$ cat src/design/kst_pkg.sv
`timescale 1ns / 1ps
// ---------------------------------------------------------------------------
// kst_pkg
// shared widths, command codes and entry types for the keyed slot table
// ---------------------------------------------------------------------------
package kst_pkg;

    localparam int SLOTS_DEF = 64;

    localparam int CMD_W  = 2;
    localparam int ID_W   = 31;
    localparam int DAY_W  = 5;
    localparam int MON_W  = 4;
    localparam int YEAR_W = 14;
    localparam int IDX_W  = 6;
    localparam int CNT_W  = 7;

    localparam logic [CMD_W-1:0] CMD_INSERT = 2'd0;
    localparam logic [CMD_W-1:0] CMD_REMOVE = 2'd1;
    localparam logic [CMD_W-1:0] CMD_COUNT  = 2'd2;

    localparam logic [CNT_W-1:0] COUNT_MAX = '1;

    typedef struct packed {
        logic              used;
        logic [ID_W-1:0]   item_id;
        logic [DAY_W-1:0]  day;
        logic [MON_W-1:0]  month;
        logic [YEAR_W-1:0] year;
    } t_entry;

    typedef struct packed {
        logic free;
        logic id_hit;
        logic full_hit;
    } t_cmp;

endpackage

$ cat src/design/keyed_slot_table.sv
`timescale 1ns / 1ps
// ---------------------------------------------------------------------------
// keyed_slot_table
// slot table with insert, remove-matching and count-by-id, one slot a cycle
// ---------------------------------------------------------------------------
//  channel  | direction | handshake          | payload
//  ---------+-----------+--------------------+---------------------------------
//  command  | in        | i_valid / o_stall  | i_cmd i_item_id i_day i_month i_year
//  result   | out       | o_valid / i_stall  | o_ok o_slot_index o_match_count
//
//  a command scans slots from index 0 through the single read port, one slot
//  per cycle; insert and remove stop at the first hit, count reads every slot;
//  an unknown command skips the scan; no new command is taken until the last
//  result is loaded into the output register
//  after reset a clearing pass writes every slot free; o_stall stays high
//  meanwhile
//  a new item is taken while a result still waits in the output register;
//  the next result waits for that register to empty
// ---------------------------------------------------------------------------
module keyed_slot_table
    import kst_pkg::*;
#(
    parameter int SLOTS = SLOTS_DEF
) (
    input  logic              i_clk,
    input  logic              i_rst_n,
    input  logic              i_valid,
    output logic              o_stall,
    input  logic [CMD_W-1:0]  i_cmd,
    input  logic [ID_W-1:0]   i_item_id,
    input  logic [DAY_W-1:0]  i_day,
    input  logic [MON_W-1:0]  i_month,
    input  logic [YEAR_W-1:0] i_year,
    output logic              o_valid,
    input  logic              i_stall,
    output logic              o_ok,
    output logic [IDX_W-1:0]  o_slot_index,
    output logic [CNT_W-1:0]  o_match_count
);

    localparam int IW = (SLOTS > 1) ? $clog2(SLOTS) : 1;
    localparam int CW = $clog2(SLOTS + 1);

    typedef enum logic [3:0] {
        ST_CLEAR  = 4'b0001,
        ST_IDLE   = 4'b0010,
        ST_SCAN   = 4'b0100,
        ST_RESULT = 4'b1000
    } t_state;

    t_state           r_state, n_state;
    logic [CW-1:0]    r_addr, n_addr;
    logic             r_pend, n_pend;
    logic [IW-1:0]    r_pidx;
    logic [CMD_W-1:0] r_cmd;
    t_entry           r_key;
    logic             r_ok, n_ok;
    logic [IW-1:0]    r_hidx, n_hidx;
    logic [CNT_W-1:0] r_cnt, n_cnt;
    logic             r_out_vld, n_out_vld;
    logic             r_out_ok;
    logic [IDX_W-1:0] r_out_idx;
    logic [CNT_W-1:0] r_out_cnt;

    logic          w_accept;
    logic          w_load_out;
    logic          w_we;
    logic [IW-1:0] w_waddr;
    t_entry        w_wdata;
    logic          w_re;
    t_entry        w_rdata;
    t_cmp          w_cmp;

    kst_mem #(
        .SLOTS (SLOTS)
    ) u_mem (
        .i_clk   (i_clk),
        .i_we    (w_we),
        .i_waddr (w_waddr),
        .i_wdata (w_wdata),
        .i_re    (w_re),
        .i_raddr (r_addr[IW-1:0]),
        .o_rdata (w_rdata)
    );

    kst_cmp u_cmp (
        .i_entry (w_rdata),
        .i_key   (r_key),
        .o_res   (w_cmp)
    );

    assign w_accept = i_valid && (r_state == ST_IDLE);

    always_comb begin
        n_state    = r_state;
        n_addr     = r_addr;
        n_ok       = r_ok;
        n_hidx     = r_hidx;
        n_cnt      = r_cnt;
        n_out_vld  = r_out_vld && i_stall;
        w_load_out = 1'b0;
        w_we       = 1'b0;
        w_waddr    = r_pidx;
        w_wdata    = r_key;
        w_re       = 1'b0;
        unique case (r_state)
            ST_CLEAR: begin
                w_we    = 1'b1;
                w_waddr = r_addr[IW-1:0];
                w_wdata = '0;
                n_addr  = r_addr + CW'(1);
                if (r_addr == CW'(SLOTS - 1)) begin
                    n_state = ST_IDLE;
                end
            end
            ST_IDLE: begin
                if (i_valid) begin
                    n_addr = '0;
                    n_ok   = 1'b0;
                    n_hidx = '0;
                    n_cnt  = '0;
                    if (i_cmd == CMD_INSERT || i_cmd == CMD_REMOVE || i_cmd == CMD_COUNT) begin
                        n_state = ST_SCAN;
                    end else begin
                        n_state = ST_RESULT;
                    end
                end
            end
            ST_SCAN: begin
                w_re = (r_addr != CW'(SLOTS));
                if (w_re) begin
                    n_addr = r_addr + CW'(1);
                end
                // r_pend: read data for slot r_pidx is on w_rdata this cycle
                if (r_pend) begin
                    case (r_cmd)
                        CMD_INSERT: begin
                            if (w_cmp.free) begin
                                w_we    = 1'b1;
                                n_ok    = 1'b1;
                                n_hidx  = r_pidx;
                                n_state = ST_RESULT;
                            end
                        end
                        CMD_REMOVE: begin
                            if (w_cmp.full_hit) begin
                                w_we         = 1'b1;
                                w_wdata      = w_rdata;
                                w_wdata.used = 1'b0;
                                n_ok         = 1'b1;
                                n_hidx       = r_pidx;
                                n_state      = ST_RESULT;
                            end
                        end
                        CMD_COUNT: begin
                            if (w_cmp.id_hit && r_cnt != COUNT_MAX) begin
                                n_cnt = r_cnt + CNT_W'(1);
                            end
                        end
                        default: begin
                        end
                    endcase
                    if (n_state == ST_SCAN && r_pidx == IW'(SLOTS - 1)) begin
                        n_state = ST_RESULT;
                    end
                end
            end
            ST_RESULT: begin
                if (!r_out_vld || !i_stall) begin
                    w_load_out = 1'b1;
                    n_out_vld  = 1'b1;
                    n_state    = ST_IDLE;
                end
            end
            default: begin
                n_state = ST_IDLE;
            end
        endcase
        // reads issued in the cycle we leave the scan are dropped
        n_pend = w_re && (n_state == ST_SCAN);
    end

    always_ff @(posedge i_clk) begin
        if (!i_rst_n) begin
            r_state   <= ST_CLEAR;
            r_addr    <= '0;
            r_pend    <= 1'b0;
            r_out_vld <= 1'b0;
        end else begin
            r_state   <= n_state;
            r_addr    <= n_addr;
            r_pend    <= n_pend;
            r_out_vld <= n_out_vld;
        end
    end

    always_ff @(posedge i_clk) begin
        r_pidx <= r_addr[IW-1:0];
        r_ok   <= n_ok;
        r_hidx <= n_hidx;
        r_cnt  <= n_cnt;
        if (w_accept) begin
            r_cmd         <= i_cmd;
            r_key.used    <= 1'b1;
            r_key.item_id <= i_item_id;
            r_key.day     <= i_day;
            r_key.month   <= i_month;
            r_key.year    <= i_year;
        end
        if (w_load_out) begin
            r_out_ok  <= r_ok;
            r_out_idx <= IDX_W'(r_hidx);
            r_out_cnt <= r_cnt;
        end
    end

    assign o_stall       = (r_state != ST_IDLE);
    assign o_valid       = r_out_vld;
    assign o_ok          = r_out_ok;
    assign o_slot_index  = r_out_idx;
    assign o_match_count = r_out_cnt;

    // reset always starts the clearing pass
    a_reset_clears: assert property (@(posedge i_clk) !i_rst_n |=> o_stall)
        else $error("block not busy clearing after reset");

    a_pend_in_scan: assert property (@(posedge i_clk) disable iff (!i_rst_n)
        r_pend |-> (r_state == ST_SCAN))
        else $error("slot read pending outside scan");

    a_no_write_idle: assert property (@(posedge i_clk) disable iff (!i_rst_n)
        (r_state == ST_IDLE || r_state == ST_RESULT) |-> !w_we)
        else $error("slot written while no command active");

    a_result_shape: assert property (@(posedge i_clk) disable iff (!i_rst_n)
        o_valid |-> !(o_ok && o_match_count != '0) && (o_ok || o_slot_index == '0))
        else $error("result fields inconsistent");

endmodule

$ cat src/design/kst_mem.sv
`timescale 1ns / 1ps
// ---------------------------------------------------------------------------
// kst_mem
// slot storage: one write port, one read port with registered read data
// ---------------------------------------------------------------------------
module kst_mem
    import kst_pkg::*;
#(
    parameter int SLOTS = SLOTS_DEF,
    localparam int IW = (SLOTS > 1) ? $clog2(SLOTS) : 1
) (
    input  logic          i_clk,
    input  logic          i_we,
    input  logic [IW-1:0] i_waddr,
    input  t_entry        i_wdata,
    input  logic          i_re,
    input  logic [IW-1:0] i_raddr,
    output t_entry        o_rdata
);

    t_entry r_mem [SLOTS];
    t_entry r_rdata;

    always_ff @(posedge i_clk) begin
        if (i_we) begin
            r_mem[i_waddr] <= i_wdata;
        end
    end

    always_ff @(posedge i_clk) begin
        if (i_re) begin
            r_rdata <= r_mem[i_raddr];
        end
    end

    assign o_rdata = r_rdata;

endmodule

$ cat src/design/kst_cmp.sv
`timescale 1ns / 1ps
// ---------------------------------------------------------------------------
// kst_cmp
// shared compare unit: checks one stored slot against the item key
// ---------------------------------------------------------------------------
module kst_cmp
    import kst_pkg::*;
(
    input  t_entry i_entry,
    input  t_entry i_key,
    output t_cmp   o_res
);

    logic w_id_eq;
    logic w_date_eq;

    assign w_id_eq   = (i_entry.item_id == i_key.item_id);
    assign w_date_eq = (i_entry.day == i_key.day) && (i_entry.month == i_key.month)
                       && (i_entry.year == i_key.year);

    // free slots never match, whatever they hold
    assign o_res.free     = !i_entry.used;
    assign o_res.id_hit   = i_entry.used && w_id_eq;
    assign o_res.full_hit = i_entry.used && w_id_eq && w_date_eq;

endmodule
$ cat config.mk
export PLATFORM = sky130hd
export DESIGN_NAME = keyed_slot_table
export DESIGN_NICKNAME = d
export VERILOG_FILES = /design/src/design/kst_pkg.sv /design/src/design/keyed_slot_table.sv /design/src/design/kst_mem.sv /design/src/design/kst_cmp.sv
export SDC_FILE = /design/constraint.sdc
export NUM_CORES = 2
export LEC_CHECK = 0
export BUFFER_PORTS_ARGS = -buffer_cell sky130_fd_sc_hd__buf_2
export CAP_MARGIN = 20
export CORE_ASPECT_RATIO = 1.25
export CORE_MARGIN = 2
export CORE_UTILIZATION = 51
export DETAILED_ROUTE_END_ITERATION = 10
export GPL_TIMING_DRIVEN = 0
export HOLD_SLACK_MARGIN = 0.02
export PLACE_DENSITY = 0.75
export SETUP_SLACK_MARGIN = 0.4
export SKIP_LAST_GASP = 1
export SLEW_MARGIN = 20
export SYNTH_ARGS = -nofsm -noshare
export SYNTH_HDL_FRONTEND = slang
export SYNTH_SLANG_ARGS = --single-unit
$ cat constraint.sdc
create_clock -name i_clk -period 8.4 [get_ports i_clk]
set_input_delay 0.42 -clock i_clk [delete_from_list [all_inputs] [get_ports i_clk]]
set_output_delay 0.42 -clock i_clk [all_outputs]
set_load 0.1 [all_outputs]
==> flow_metrics.py <==
metrics = {
    "floorplan": {
        "dieWidth_um": 472,
        "start_util_pct": 51.1,
        "die_area_mm2": 0.279,
        "core_mm2": 0.274,
        "io_pins": 76,
        "core.rowCount": 215,
        "fp.dieH_um": 590,
    },
    "timing": {
        "fin_crit_ns": 6.16,
        "holdWs_ns": 0.226,
        "finalSetupViolations": 0,
        "post-route-period-util_pct": 73.3,
        "hold_viol": 0,
        "rsz0062_at_grt": "no",
        "worst_pin_slew_ns": 1.35,
        "fin_skew_ns": 0.0446,
        "fmax_mhz": 162,
        "slew_violations": 0,
        "finalSetupTns_ns": 0,
        "slew_headroom_pct": 9.86,
    },
    "synthesis": {
        "async_flop_share_pct": 0,
        "ys_ff_latch": 3678,
        "synth_edf_count": 3659,
        "synthTopCellsByArea": "edfxtp_1 79%, mux4_2 16%, mux2i_1 0.52%",
        "ys_warn_count": 0,
        "syn_nets": 5893,
        "syn_inst": 5830,
        "yosysSeqAreaShare_pct": 78.8,
        "syn_area_mm2": 0.140,
        "avgSynthCellArea_um2": 24.0,
        "synth_ff_type": "edfxtp_1",
        "synth.distinct_cells": 59,
        "synth_top_area_share_pct": 78.5,
        "synth_top_area_cell": "edfxtp_1",
    },
    "place": {
        "io_buffers": 74,
        "place.gp.congestion": 0.994,
        "hpwlAfterDp_mm": 306,
        "dpl_cell_area_mm2": 0.152,
    },
    "cts": {
        "clkSlewWorstSetupHoldPaths_ns": 0.07,
        "cts_buffers": 332,
        "clk_latency_ns": 0.92,
        "cts_max_path_buffers": 4,
        "cts_root_buffer": "clkbuf_16",
        "cts_sinks": 3678,
        "tritoncts": "done",
        "cts_setup_buffers": 0,
        "htreeDepth": 5,
    },
    "global_route": {
        "grt_max_degree": 65,
        "track_usage_pct": 31.5,
        "grt_pass1_vias": 74500,
        "grt_pass1_wl_mm": 597,
        "antenna_found_initial": 19,
        "grt-ovfl-total": 0,
    },
    "status": {
        "status": "finished clean",
    },
    "worst_hold_path": {
        "hold_class": "input pin to register",
        "hold_path_depth": 2,
    },
    "finish": {
        "final_cell_mix": "3659 x edfxtp_1, 1011 x mux4_2, 541 x buf_4, 339 x clkbuf_16, 184 x buf_2",
        "nFillCells": 17800,
        "area_delta_synth_final_pct": 16.6,
        "mostFrequentLayoutCell": "edfxtp_1",
        "area.sequential_mm2": 0.110,
        "multi_input_area_mm2": 0.0287,
        "nets": 7058,
        "finalInstanceArea_mm2": 0.163,
        "drive_gt1_share_pct": 35.2,
    },
    "drt": {
        "routed_wl_mm": 441,
        "num_vias": 74700,
        "ant_nets": 0,
        "wl_per_cell_um": 40.7,
        "drc_errors": 0,
        "drt_iter0_drc": 13600,
        "drt_pass1_iterations": 6,
        "viasPerCell": 6.89,
    },
    "worst_setup_path": {
        "start_kind": "register",
        "r2r_cells": 14,
        "cp_max_fo": 10,
        "path_class": "register to register",
        "end_kind": "register",
        "worstPathRequired_ns": 8.99,
        "crit_arrival_ns": 6.75,
    },
    "power_and_ir_drop": {
        "peakVddDrop_uv": 221,
        "p_per_area_mw_per_mm2": 277,
        "power_mw": 45.2,
        "p_leak_nw": 52.5,
    },
    "job": {
        "cap_violations": 0,
    },
}
[timing repair]
item / 4_1_cts / 5_1_grt
resized for setup: 0 / 0
endpoints found under the hold margin: 69 / 0
hold buffers: 59 / 0
[where the power goes]
group          switching, mW  total [mW]  internal (mW)
clock network           6.78        15.2           8.45
registers              0.104        21.2           21.1
logic                   5.41        8.73           3.32
total                   12.3        45.2           32.9
[flip-flops by register name, summed over array words and instances (netlist names), 4 cells and up]
name / flops
r_pidx: 6
r_key: 54
r_cnt: 7
r_state: 4
u_mem.r_mem: 3520
r_hidx: 6
o_slot_index: 6
o_match_count: 7
u_mem.o_rdata: 55
r_addr: 7
[worst paths after layout]
check                         start                             to  slack [ns]
min reg2reg  r_addr[3]$_SDFFE_PN0P_              r_pidx[3]$_DFF_P_        0.36
max reg2reg     r_key[29]$_DFFE_PP_  u_mem.r_mem[53][40]$_DFFE_PP_        2.24
min                   i_item_id[14]            r_key[37]$_DFFE_PP_        0.23
max             r_key[29]$_DFFE_PP_  u_mem.r_mem[53][40]$_DFFE_PP_        2.24
[synthesized netlist by cell type, types with 46 or more instances]
cell type / instances
edfxtp_1: 3659
mux4_2: 1011
clkbuf_1: 121
nand2_1: 113
buf_2: 103
and2_1: 78
mux2i_1: 72
nor3_1: 72
a22oi_1: 68
xor2_1: 59
buf_1: 46
nor2_1: 46
[worst max-delay path: stages, from the launching register on]
cell and delay, ns:
edfxtp_1 0.49, xnor2_1 0.66, and4_1 0.31, nand4_1 0.12
nor4_1 1.06, o21ai_1 0.66, clkbuf_1 0.45, nor3_2 0.49
buf_4 0.27, buf_4 0.25, buf_4 0.22, buf_4 0.22
buf_4 0.20, buf_4 0.21, buf_4 0.22
[stage by stage]
step,std cells,setup WS [ns],util (%)
after floorplan,5830,2.27,-
after global placement,9484,-5.86,52.9
after detailed placement,10200,2.87,55.5
after CTS,10800,2.81,59.6
after global routing,10800,2.45,59.6
final,10800,2.24,59.6
[routing by layer]
metal / routed length, um / vias to the layer above / GRT usage, %
li1: - / 27500 / -
met1: 130000 / 38300 / 35.6
met2: 203000 / 7189 / 48.9
met3: 60700 / 1715 / 10.2
met4: 47400 / 18 / 26.4
met5: 120 / - / 0
[logic make-up (layout without fill, tap and decap cells)]
logic type	after synthesis	count (layout)	synth area share, %
buffers and inverters	313	1739	1.03
AOI/OAI and AO/OA	284	284	1.48
muxes	1083	1083	16.8
xor gates and xnor gates	65	65	0.407
other	0	6	0
DFF	3678	3678	78.8
and+or+nand+nor	404	404	1.46
adders and majority gates	3	3	0.0268
[cell type report]
| cell class | instances | area share [%] |
|---|---|---|
| Antenna cell | 6 | 0.00920 |
| Buffer | 306 | 0.894 |
| Clock buffer | 397 | 5.33 |
| Clock inverter | 198 | 1.18 |
| Inverter | 7 | 0.0176 |
| Multi-Input combinational cell | 1839 | 17.6 |
| Sequential cell | 3678 | 67.6 |
| Tap cell | 3580 | 2.75 |
| Timing Repair Buffer | 831 | 4.66 |
No activity file was read; power rests on OpenSTA's default activity.
